<file path="src/hw/rtl/assert_macros.svh">
// Assertion macros for the RTL top level
`ifndef ASSERT_MACROS_SVH
`define ASSERT_MACROS_SVH

// Same-cycle implication, clocked on clk, quiet during rst
`define ASSERT_NOW(label, ante, cons, msg) \
  label: assert property (@(posedge clk) disable iff (rst) (ante) |-> (cons)) else $error(msg);

// Next-cycle implication, clocked on clk, quiet during rst
`define ASSERT_NEXT(label, ante, cons, msg) \
  label: assert property (@(posedge clk) disable iff (rst) (ante) |=> (cons)) else $error(msg);

`endif

</file>
<file path="src/hw/rtl/psl_pkg.sv">
// Types, constants and codes of the priority sorted list
package psl_pkg;

  localparam int DEPTH  = 32;
  localparam int IDX_W  = $clog2(DEPTH);
  localparam int IDX1_W = IDX_W + 1;
  localparam int CNT_W  = $clog2(DEPTH + 1);
  localparam int PRIO_W = 4;
  localparam int TAG_W  = 16;
  localparam int POS_W  = 6;

  localparam logic [PRIO_W-1:0] PRIO_MIN = PRIO_W'(1);
  localparam logic [PRIO_W-1:0] PRIO_MAX = PRIO_W'(10);

  typedef enum logic {
    KIND_INSERT = 1'b0,
    KIND_LIST   = 1'b1
  } kind_t;

  typedef enum logic [1:0] {
    ST_LISTED   = 2'd0,
    ST_INSERTED = 2'd1,
    ST_FULL     = 2'd2,
    ST_EMPTY    = 2'd3
  } status_t;

  typedef struct packed {
    logic [PRIO_W-1:0] prio;
    logic [TAG_W-1:0]  tag;
  } entry_t;

endpackage

</file>
<file path="src/hw/rtl/psl_intf.sv">
// Request and response channel interfaces
interface psl_in_if;
  logic                        valid;
  logic                        ready;
  logic                        kind;
  logic [psl_pkg::PRIO_W-1:0]  priority_req;
  logic [psl_pkg::TAG_W-1:0]   tag;

  modport source (output valid, output kind, output priority_req, output tag, input ready);
  modport sink (input valid, input kind, input priority_req, input tag, output ready);
endinterface

interface psl_out_if;
  logic                        valid;
  logic                        ready;
  logic [1:0]                  status;
  logic [psl_pkg::POS_W-1:0]   position;
  logic [psl_pkg::PRIO_W-1:0]  entry_priority;
  logic [psl_pkg::TAG_W-1:0]   entry_tag;
  logic                        last;

  modport source (output valid, output status, output position, output entry_priority,
                  output entry_tag, output last, input ready);
  modport sink (input valid, input status, input position, input entry_priority,
                input entry_tag, input last, output ready);
endinterface

</file>
<file path="src/hw/rtl/priority_sorted_list_top.sv">
// Priority sorted list: top level with entry memory and control sequencer
//
// req channel: one word per command. kind 0 inserts (priority_req, tag),
//   kind 1 lists the stored entries. ready is high only while idle.
// rsp channel: registered output word. An insert answers one word
//   (inserted with rank, or full). A list emits count words in ascending
//   priority, equal priorities in arrival order, last on the final one; an
//   empty list emits one empty word.
// Sequence: an insert compares the new entry with each stored entry above
//   it, moving every higher one up by a read and a write through the
//   single entry RAM; landing at the head skips the final compare. A list
//   reads each entry from the RAM, then loads it into the output word.
//   Full and empty answers go straight to the response load. ready rises
//   as the final word of a command loads.
// Reset: clears the entry count and the sequencer; the RAM keeps junk,
//   never read below the count.
// Stall: when rsp is not taken the sequencer holds its word and the RAM
//   read address, so nothing is lost or repeated.
`include "assert_macros.svh"

module priority_sorted_list_top (
  input logic        clk,
  input logic        rst,
  psl_in_if.sink     req,
  psl_out_if.source  rsp
);

  typedef enum logic [5:0] {
    S_IDLE    = 6'b000001,
    S_INS_RD  = 6'b000010,
    S_INS_CMP = 6'b000100,
    S_LST_RD  = 6'b001000,
    S_LST_OUT = 6'b010000,
    S_RESP    = 6'b100000
  } state_t;

  state_t                           state;
  logic [psl_pkg::CNT_W-1:0]        count;
  logic [psl_pkg::IDX_W-1:0]        ins_idx;
  logic [psl_pkg::IDX_W-1:0]        lst_idx;
  logic [psl_pkg::PRIO_W-1:0]       new_prio;
  logic [psl_pkg::TAG_W-1:0]        new_tag;
  psl_pkg::status_t                 stg_status;
  logic [psl_pkg::POS_W-1:0]        stg_pos;

  logic                             out_valid;
  psl_pkg::status_t                 out_status;
  logic [psl_pkg::POS_W-1:0]        out_pos;
  logic [psl_pkg::PRIO_W-1:0]       out_prio;
  logic [psl_pkg::TAG_W-1:0]        out_tag;
  logic                             out_last;

  logic                             we;
  logic [psl_pkg::IDX_W-1:0]        raddr;
  psl_pkg::entry_t                  wdata;
  psl_pkg::entry_t                  rdata;
  psl_pkg::entry_t                  new_entry;
  logic [psl_pkg::PRIO_W-1:0]       req_prio;
  logic                             out_free;
  logic                             out_load;
  logic                             move_up;
  logic                             lst_last;
  logic [psl_pkg::POS_W-1:0]        ins_pos;
  logic [psl_pkg::POS_W-1:0]        lst_pos;

  psl_ram #(
    .WIDTH ($bits(psl_pkg::entry_t)),
    .DEPTH (psl_pkg::DEPTH)
  ) u_ram (
    .clk   (clk),
    .we    (we),
    .waddr (ins_idx),
    .wdata (wdata),
    .raddr (raddr),
    .rdata (rdata)
  );

  assign req.ready      = (state == S_IDLE);
  assign rsp.valid      = out_valid;
  assign rsp.status     = out_status;
  assign rsp.position   = out_pos;
  assign rsp.entry_priority = out_prio;
  assign rsp.entry_tag  = out_tag;
  assign rsp.last       = out_last;

  assign out_free  = !out_valid || rsp.ready;
  assign out_load  = out_free && ((state == S_LST_OUT) || (state == S_RESP));
  assign new_entry = '{prio: new_prio, tag: new_tag};
  assign move_up   = (state == S_INS_CMP) && (rdata.prio > new_prio);
  assign ins_pos   = psl_pkg::POS_W'(psl_pkg::IDX1_W'(ins_idx) + psl_pkg::IDX1_W'(1));
  assign lst_pos   = psl_pkg::POS_W'(psl_pkg::IDX1_W'(lst_idx) + psl_pkg::IDX1_W'(1));
  assign lst_last  = (psl_pkg::CNT_W'(lst_idx) + psl_pkg::CNT_W'(1)) == count;

  always_comb begin
    if (req.priority_req < psl_pkg::PRIO_MIN) begin
      req_prio = psl_pkg::PRIO_MIN;
    end else if (req.priority_req > psl_pkg::PRIO_MAX) begin
      req_prio = psl_pkg::PRIO_MAX;
    end else begin
      req_prio = req.priority_req;
    end
  end

  always_comb begin
    we    = ((state == S_INS_RD) && (ins_idx == '0)) || (state == S_INS_CMP);
    wdata = move_up ? rdata : new_entry;
    raddr = (state == S_INS_RD) ? (ins_idx - psl_pkg::IDX_W'(1)) : lst_idx;
  end

  always_ff @(posedge clk) begin
    if (rst) begin
      state     <= S_IDLE;
      count     <= '0;
      out_valid <= 1'b0;
    end else begin
      if (out_load) begin
        out_valid <= 1'b1;
      end else if (rsp.valid && rsp.ready) begin
        out_valid <= 1'b0;
      end
      unique case (state)
        S_IDLE: if (req.valid) begin
          if (req.kind == psl_pkg::KIND_LIST) begin
            lst_idx <= '0;
            if (count == '0) begin
              stg_status <= psl_pkg::ST_EMPTY;
              stg_pos    <= '0;
              state      <= S_RESP;
            end else begin
              state <= S_LST_RD;
            end
          end else if (count == psl_pkg::CNT_W'(psl_pkg::DEPTH)) begin
            stg_status <= psl_pkg::ST_FULL;
            stg_pos    <= '0;
            state      <= S_RESP;
          end else begin
            new_prio <= req_prio;
            new_tag  <= req.tag;
            ins_idx  <= count[psl_pkg::IDX_W-1:0];
            state    <= S_INS_RD;
          end
        end
        S_INS_RD: begin
          if (ins_idx == '0) begin
            count      <= count + psl_pkg::CNT_W'(1);
            stg_status <= psl_pkg::ST_INSERTED;
            stg_pos    <= ins_pos;
            state      <= S_RESP;
          end else begin
            state <= S_INS_CMP;
          end
        end
        S_INS_CMP: begin
          if (move_up) begin
            ins_idx <= ins_idx - psl_pkg::IDX_W'(1);
            state   <= S_INS_RD;
          end else begin
            count      <= count + psl_pkg::CNT_W'(1);
            stg_status <= psl_pkg::ST_INSERTED;
            stg_pos    <= ins_pos;
            state      <= S_RESP;
          end
        end
        S_LST_RD: begin
          state <= S_LST_OUT;
        end
        S_LST_OUT: if (out_free) begin
          out_status <= psl_pkg::ST_LISTED;
          out_pos    <= lst_pos;
          out_prio   <= rdata.prio;
          out_tag    <= rdata.tag;
          out_last   <= lst_last;
          if (lst_last) begin
            state <= S_IDLE;
          end else begin
            lst_idx <= lst_idx + psl_pkg::IDX_W'(1);
            state   <= S_LST_RD;
          end
        end
        S_RESP: if (out_free) begin
          out_status <= stg_status;
          out_pos    <= stg_pos;
          out_prio   <= '0;
          out_tag    <= '0;
          out_last   <= 1'b1;
          state      <= S_IDLE;
        end
        default: begin
          state <= S_IDLE;
        end
      endcase
    end
  end

  `ASSERT_NOW(a_count_bound, 1'b1, count <= psl_pkg::CNT_W'(psl_pkg::DEPTH), "count above depth")
  `ASSERT_NOW(a_write_in_insert, we, (state == S_INS_RD) || (state == S_INS_CMP), "stray RAM write")
  `ASSERT_NEXT(a_accept_leaves_idle, req.valid && req.ready, state != S_IDLE, "accept left idle")
  `ASSERT_NEXT(a_count_step, state != S_INS_RD && state != S_INS_CMP, $stable(count), "count moved")

endmodule

</file>
<file path="src/hw/rtl/psl_ram.sv">
// Generic single-write, single-read RAM with registered read data
module psl_ram #(
  parameter int WIDTH = 8,
  parameter int DEPTH = 32
) (
  input  logic                     clk,
  input  logic                     we,
  input  logic [$clog2(DEPTH)-1:0] waddr,
  input  logic [WIDTH-1:0]         wdata,
  input  logic [$clog2(DEPTH)-1:0] raddr,
  output logic [WIDTH-1:0]         rdata
);

  logic [WIDTH-1:0] mem [DEPTH];

  always_ff @(posedge clk) begin
    if (we) begin
      mem[waddr] <= wdata;
    end
    rdata <= mem[raddr];
  end

endmodule

</file>
<file path="src/flat_wrapper.sv">
// flat-port wrapper written by rule: the top's interface ports become plain ports
module priority_sorted_list_top_flat 
  (clk, rst, req_valid, req_kind, req_priority_req, req_tag, req_ready, rsp_valid, rsp_status, rsp_position, rsp_entry_priority, rsp_entry_tag, rsp_last, rsp_ready);
  psl_in_if req_i ();
  psl_out_if rsp_i ();
  input logic clk;
  input logic rst;
  input wire logic [$bits(req_i.valid)-1:0] req_valid;
  input wire logic [$bits(req_i.kind)-1:0] req_kind;
  input wire logic [$bits(req_i.priority_req)-1:0] req_priority_req;
  input wire logic [$bits(req_i.tag)-1:0] req_tag;
  output wire logic [$bits(req_i.ready)-1:0] req_ready;
  output wire logic [$bits(rsp_i.valid)-1:0] rsp_valid;
  output wire logic [$bits(rsp_i.status)-1:0] rsp_status;
  output wire logic [$bits(rsp_i.position)-1:0] rsp_position;
  output wire logic [$bits(rsp_i.entry_priority)-1:0] rsp_entry_priority;
  output wire logic [$bits(rsp_i.entry_tag)-1:0] rsp_entry_tag;
  output wire logic [$bits(rsp_i.last)-1:0] rsp_last;
  input wire logic [$bits(rsp_i.ready)-1:0] rsp_ready;
  assign req_i.valid = req_valid;
  assign req_i.kind = req_kind;
  assign req_i.priority_req = req_priority_req;
  assign req_i.tag = req_tag;
  assign req_ready = req_i.ready;
  assign rsp_valid = rsp_i.valid;
  assign rsp_status = rsp_i.status;
  assign rsp_position = rsp_i.position;
  assign rsp_entry_priority = rsp_i.entry_priority;
  assign rsp_entry_tag = rsp_i.entry_tag;
  assign rsp_last = rsp_i.last;
  assign rsp_i.ready = rsp_ready;
  priority_sorted_list_top u_core (.clk(clk), .rst(rst), .req(req_i), .rsp(rsp_i));
endmodule
</file>
<file path="config.mk">
export PLATFORM = sky130hd
export DESIGN_NAME = priority_sorted_list_top_flat
export DESIGN_NICKNAME = d
export VERILOG_FILES = /design/src/hw/rtl/psl_pkg.sv /design/src/hw/rtl/psl_intf.sv /design/src/hw/rtl/priority_sorted_list_top.sv /design/src/hw/rtl/psl_ram.sv /design/src/flat_wrapper.sv
export VERILOG_INCLUDE_DIRS = /design/src /design/src/hw/rtl
export SDC_FILE = /design/constraint.sdc
export NUM_CORES = 1
export LEC_CHECK = 0
export BUFFER_PORTS_ARGS = -buffer_cell sky130_fd_sc_hd__buf_2
export CAP_MARGIN = 5
export CORE_ASPECT_RATIO = 0.6
export CORE_UTILIZATION = 55
export DETAILED_ROUTE_END_ITERATION = 8
export GPL_ROUTABILITY_DRIVEN = 0
export PLACE_DENSITY = 0.85
export SLEW_MARGIN = 40
export SYNTH_ARGS = -nofsm -noshare
export SYNTH_HDL_FRONTEND = slang
export SYNTH_SLANG_ARGS = --single-unit
</file>
<file path="constraint.sdc">
create_clock -name clk -period 3.6 [get_ports clk]
set_clock_uncertainty 0.15 [all_clocks]
set_input_delay 1.08 -clock clk [delete_from_list [all_inputs] [get_ports clk]]
set_output_delay 1.08 -clock clk [all_outputs]
set_load 0.05 [all_outputs]
</file>
Word-level counts from Yosys, hierarchy flattened:

Memory sizes are Yosys's and may differ from the RTL's. A register that Yosys moved wholly into a read port is not among the register bits.
Index checks and enable logic that the tools add are counted.
W data, S select, Z words.

* register bits: 80
* RAM bits: 640
* output and inout bits: 31
* word-level logic and storage cells: 130
* memories: 1

Memories
* u_core.u_ram.mem: depth 32, bits a word 20, read ports 1, clocked after Yosys merged registers in 1, write ports 1, RTL line psl_ram.sv:14 `logic [WIDTH-1:0] mem [DEPTH];`

* add/subtract/negate cells: 5
* $lt $le $gt $ge: 3
* equal/unequal tests: 20
* multiplexer cells: 59
* bitwise logic cells: 3
* reduce and logical (&&, ||, !) cells: 24

Operator list (count)
* $mux W6: 18
* $mux W5: 9
* $pmux W6 S6: 1
* $mux W16: 2
* $pmux W16 S2: 1
* $pmux W6 S2: 2
* $mux W20: 1
* $pmux W5 S2: 2
* $pmux W6 S3: 1
* $mux W2: 8
* $mux W4: 4
* $ne A2 B2 Y1 const B: 7
* $add A5 B1 Y6 const B: 2
* $eq A6 B6 Y1 const B: 2
* $reduce_and A6 Y1: 2
* $reduce_bool A2 Y1: 5
* $pmux W4 S2: 1
* $reduce_and A7 Y1: 1
* $add A6 B1 Y6 const B: 1
* $eq A6 B1 Y1 const B: 1
* $eq A6 B2 Y1 const B: 1
* $eq A6 B3 Y1 const B: 1
* $eq A6 B4 Y1 const B: 1
* $eq A6 B5 Y1 const B: 1
* 23 further kinds: 39

Logic depth before layout (Yosys ltp):

* depth after elaboration: 5
* mapped depth: 12
* gate-level depth less buffers: 9

Hierarchy:

A second synthesis with hierarchy kept.

* cell total of the unflattened synthesis: 1748
* area, all modules: 29519.6 um2

Modules (own cells, without submodules)
* psl_ram: times used 1, cells each 1414, area an instance 25553.3 um2, sequential area each 19618.8 um2
* priority_sorted_list_top: times used 1, cells each 334, area an instance 3966.3 um2, sequential area each 2272.2 um2

Least setup slack after synthesis:

OpenSTA, ideal clock, no wires.

* path kind: input -> register
* from: input port req_kind
* to: register u_core.new_prio[0] (netlist name), enable pin
* setup time: 0.449 ns
* data arrival time: 3.233 ns
* required time: 3.001 ns
* setup slack: -0.231 ns
* stages on the path: 2
* path buffers: 0
* path through: a21oi_1 -> nor4bb_1

* longest elaborated chain between the ends: 2

RTL lines
* from (decl): RTL line flat_wrapper.sv:9 `input wire logic [$bits(req_i.kind)-1:0] req_kind;`
* $not A1 Y1 (no line)
* $reduce_and A5 Y1 (no line)
* to (signal assigned): RTL line priority_sorted_list_top.sv:137 `new_prio <= req_prio;`
* to (decl): RTL line priority_sorted_list_top.sv:41 `logic [psl_pkg::PRIO_W-1:0] new_prio;`

Every way passes these cells.
A chain may end at the register's enable or synchronous reset.

Final worst setup path:

* from: register u_core.ins_idx[1] (netlist name)
* to: register u_core.u_ram.rdata[12], read port of u_core.u_ram.mem

* longest elaborated chain between the ends: 2

RTL lines
* from (decl): RTL line priority_sorted_list_top.sv:39 `logic [psl_pkg::IDX_W-1:0] ins_idx;`
* from (signal assigned): RTL line priority_sorted_list_top.sv:139 `ins_idx <= count[psl_pkg::IDX_W-1:0];`
* from (signal assigned): RTL line priority_sorted_list_top.sv:155 `ins_idx <= ins_idx - psl_pkg::IDX_W'(1);`
* $sub A5 B1 Y5: RTL line priority_sorted_list_top.sv:107 `raddr = (state == S_INS_RD) ? (ins_idx - psl_pkg::IDX_W'(1)) : lst_idx;`
* $mux W5: RTL line priority_sorted_list_top.sv:107
* to (decl): RTL line psl_ram.sv:11 `output logic [WIDTH-1:0] rdata`

Every way passes these cells.

==> results_dict.tcl <==
set metrics [dict create \
    switchingPower_mw 4.639 \
    rsz0062_at_grt "no" \
    firstDrtPassIters 5 \
    placed_area_sq_um 30920 \
    period_share 0.9563 \
    netlist_area_sq_um 28900 \
    synth.most_common_cell "edfxtp_1" \
    end_kind "register" \
    grt_max_degree 46 \
    tightest_slew_ns 0.7713 \
    fp.dieW_microns 297.9 \
    syn_area_per_cell_sq_um 17.32 \
    start_util 0.5622 \
    path_class "reg2reg" \
    synth_top_area_share 0.7345 \
    power.internal_mw 14.49 \
    numPortBuffers 55 \
    vias 16410 \
    start_kind "register" \
    ff_latch_area_sq_um 21890 \
    synthTopCellsByArea "edfxtp_1, mux2i_1, o22ai_1, dfxtp_1, nor4_1" \
    fin_util 0.6434 \
    postRouteAntennaNets 0 \
    wire_per_inst_microns 28.79 \
    hold_viol 0 \
    antenna_cells 0 \
    synth_nets 1706 \
    synthTopCellsByCount "edfxtp_1, mux2i_1, o22ai_1" \
    postSynth.asyncResetShare 0 \
    first_iter_violations 2364 \
    drv_cap 0 \
    clk_latency_ns 0.62 \
    final_nets 1826 \
    slew-limit-headroom 0.4838 \
    power_density_nw_per_um2 578.4 \
    worst_path_max_delay_cell "nor4_1" \
    grt_overflow 0 \
    whs_path_depth 1 \
    path_cells "inv_1 -> ha_1 -> xnor2_1 -> nor4_1 -> a21oi_4 -> buf_4 -> buf_4 -> o22ai_1 -> nor4_1 -> mux2i_1" \
    setup_viol 0 \
    grt_pass1_vias 16130 \
    cts_sinks 740 \
    fmax_mhz 290.5 \
    htree_levels 2 \
    leakage_nw 11.50 \
    grt.total_usage 0.2696 \
    rows 64 \
    ff2ff_path_depth 10 \
    peakVddDrop_mv 0.4857 \
    worst_path_largest_cell_delay_ns 0.58 \
    synth-edff-count 707 \
    clkTransAtPathRegs_ns 0.07 \
    fin_crit_ns 3.443 \
    hpwlAfterDp_microns 42070 \
    finalMaxSlewViolations 0 \
    clk_path_buf_depth 3 \
    fin_setup_tns_ns 0 \
    yosysSeqAreaShare 0.7574 \
    power_frac_comb 0.119 \
    worst_ep_arrival_time_ns 3.76 \
    cts_tree "done" \
    outcome "complete, no violations" \
    hold_path_class "reg2reg" \
    clkPwrFrac 0.369 \
    multiInputGateArea_sq_um 6700 \
    synth_cells 1669 \
    seq_power_share 0.512 \
    die_h_microns 179.6 \
    area_growth_pct 14.45 \
    finalInstanceArea_sq_um 33080 \
    reg2reg_slack_ns 0.16 \
    yosysTopAreaCell "edfxtp_1" \
    cts_buffers 60 \
    cts-root-buf "clkbuf_16" \
    antenna_found_initial 0 \
    drc 0 \
    critPathMaxFanout 20 \
    die_area_sq_um 53500 \
    core_area_sq_um 51410 \
    io_pins 56 \
    ys_ff_latch 740 \
    ys_types 47 \
    synth-main-ff-cell "edfxtp_1" \
    swShare 0.2424 \
    crit_required_ns 3.92 \
    cts_resized 0 \
    final_layout_size_suffix_gt1_frac 0.1754 \
    wl_microns 72960 \
    via_per_inst 6.475 \
    grt_pass1_wl_microns 105500 \
    fillers 3344 \
    yosys_warnings 0 \
]
## metal layers
metal | track usage | vias up | wire, microns
met1 | 0.3849 | 8160 | 28240
li1 | - | 6877 | -
met3 | 0.07457 | 169 | 9822
met4 | 0.09805 | 0 | 2521
met5 | 0 | - | 0
met2 | 0.3994 | 1201 | 32380
## sequential cells by signal (all words and copies together), names as in the netlist, 2 cells and up
register	count
u_core.rsp.entry_priority	4
u_core.stg_pos	6
u_core.u_ram.rdata	20
u_core.new_prio	4
u_core.rsp.entry_tag	16
u_core.lst_idx	5
u_core.state	6
u_core.stg_status	2
u_core.ins_idx	5
u_core.u_ram.mem	640
u_core.rsp.status	2
u_core.count	6
u_core.rsp.position	6
u_core.new_tag	16
## cells in the final DEF, fill, tap and decap left out, types with 5 or more instances in the layout
master and count:
o22ai_1 162, nor2_1 33, buf_4 62, nor2_2 32, nand3b_1 7, a21oi_1 12
nor2b_1 5, ha_1 12, buf_12 34, nand2b_1 5, xor2_1 16, nand3_1 8
clkinv_2 14, nand2_1 24, clkinvlp_4 6, buf_2 55, nor4_1 47, and2_1 22
clkbuf_1 5, dfxtp_1 33, clkbuf_16 62, mux2i_1 342, xnor2_1 9, clkinv_1 5
mux2_2 18, edfxtp_1 707, bufinv_16 10, nor3_1 10, a21oi_4 5, o21ai_0 11
inv_1 16
## power groups by stage
stage,combinational [mW],sequential [mW],clock [mW]
floorplan,1.49,9.90,0
global placement,2.11,9.96,0
detailed placement,2.19,9.97,0
CTS,2.21,9.78,7.09
global route,2.38,9.80,7.43
finish,2.28,9.79,7.06
## logic make-up after synthesis
kind of cell | after synthesis | synth area share
and+or+nand+nor | 216 | 0.03996
adders and majority gates | 13 | 0.005541
DFF | 740 | 0.7574
AOI/OAI and AO/OA | 206 | 0.04433
buffers and inverters | 109 | 0.01974
muxes | 360 | 0.1255
xor gates and xnor gates | 25 | 0.007576
## repair_timing
item,4_1_cts,5_1_grt
buffers inserted,0,2
endpoints found under the setup margin,0,1
hold buffers,0,0
## final timing paths
check                         startpoint                        to
setup / recovery       u_core.ins_idx[1]    u_core.u_ram.rdata[12]
hold / removal    u_core.u_ram.rdata[11]  u_core.rsp.entry_tag[11]
setup reg to reg       u_core.ins_idx[1]    u_core.u_ram.rdata[12]
hold reg to reg   u_core.u_ram.rdata[11]  u_core.rsp.entry_tag[11]
## layout make-up
type	count	area share
well taps	693	0.02621
clock buffers	71	0.04913
repair buffers	151	0.04297
clock inverters	43	0.01555
flip-flops and latches	740	0.6618
multi-input cells	820	0.2025
inverters	16	0.001816
## stage by stage
step	instances	total power [mW]	hold slack (ns)	worst slack [ns]
2_1_floorplan	1669	11.39	0.3503	0.1761
3_3_place_gp	2417	12.07	0.3709	0.4037
3_5_place_dp	2417	12.16	0.3653	0.2903
4_1_cts	2531	19.08	0.3862	0.09427
5_1_grt	2534	19.60	0.4173	0.01296
6_report	2534	19.13	0.3828	0.1572
## critical path, delay by kind of cell (launching register included)
| family | cells | cell delay (ns) |
|---|---|---|
| flops | 1 | 0.47 |
| buf+inv | 3 | 0.73 |
| mux | 1 | 0.14 |
| fa+ha+maj | 1 | 0.26 |
| simple gates | 2 | 0.75 |
| compound gates | 2 | 0.27 |
| xor+xnor | 1 | 0.51 |
Power figures use the tool's default switching activity.
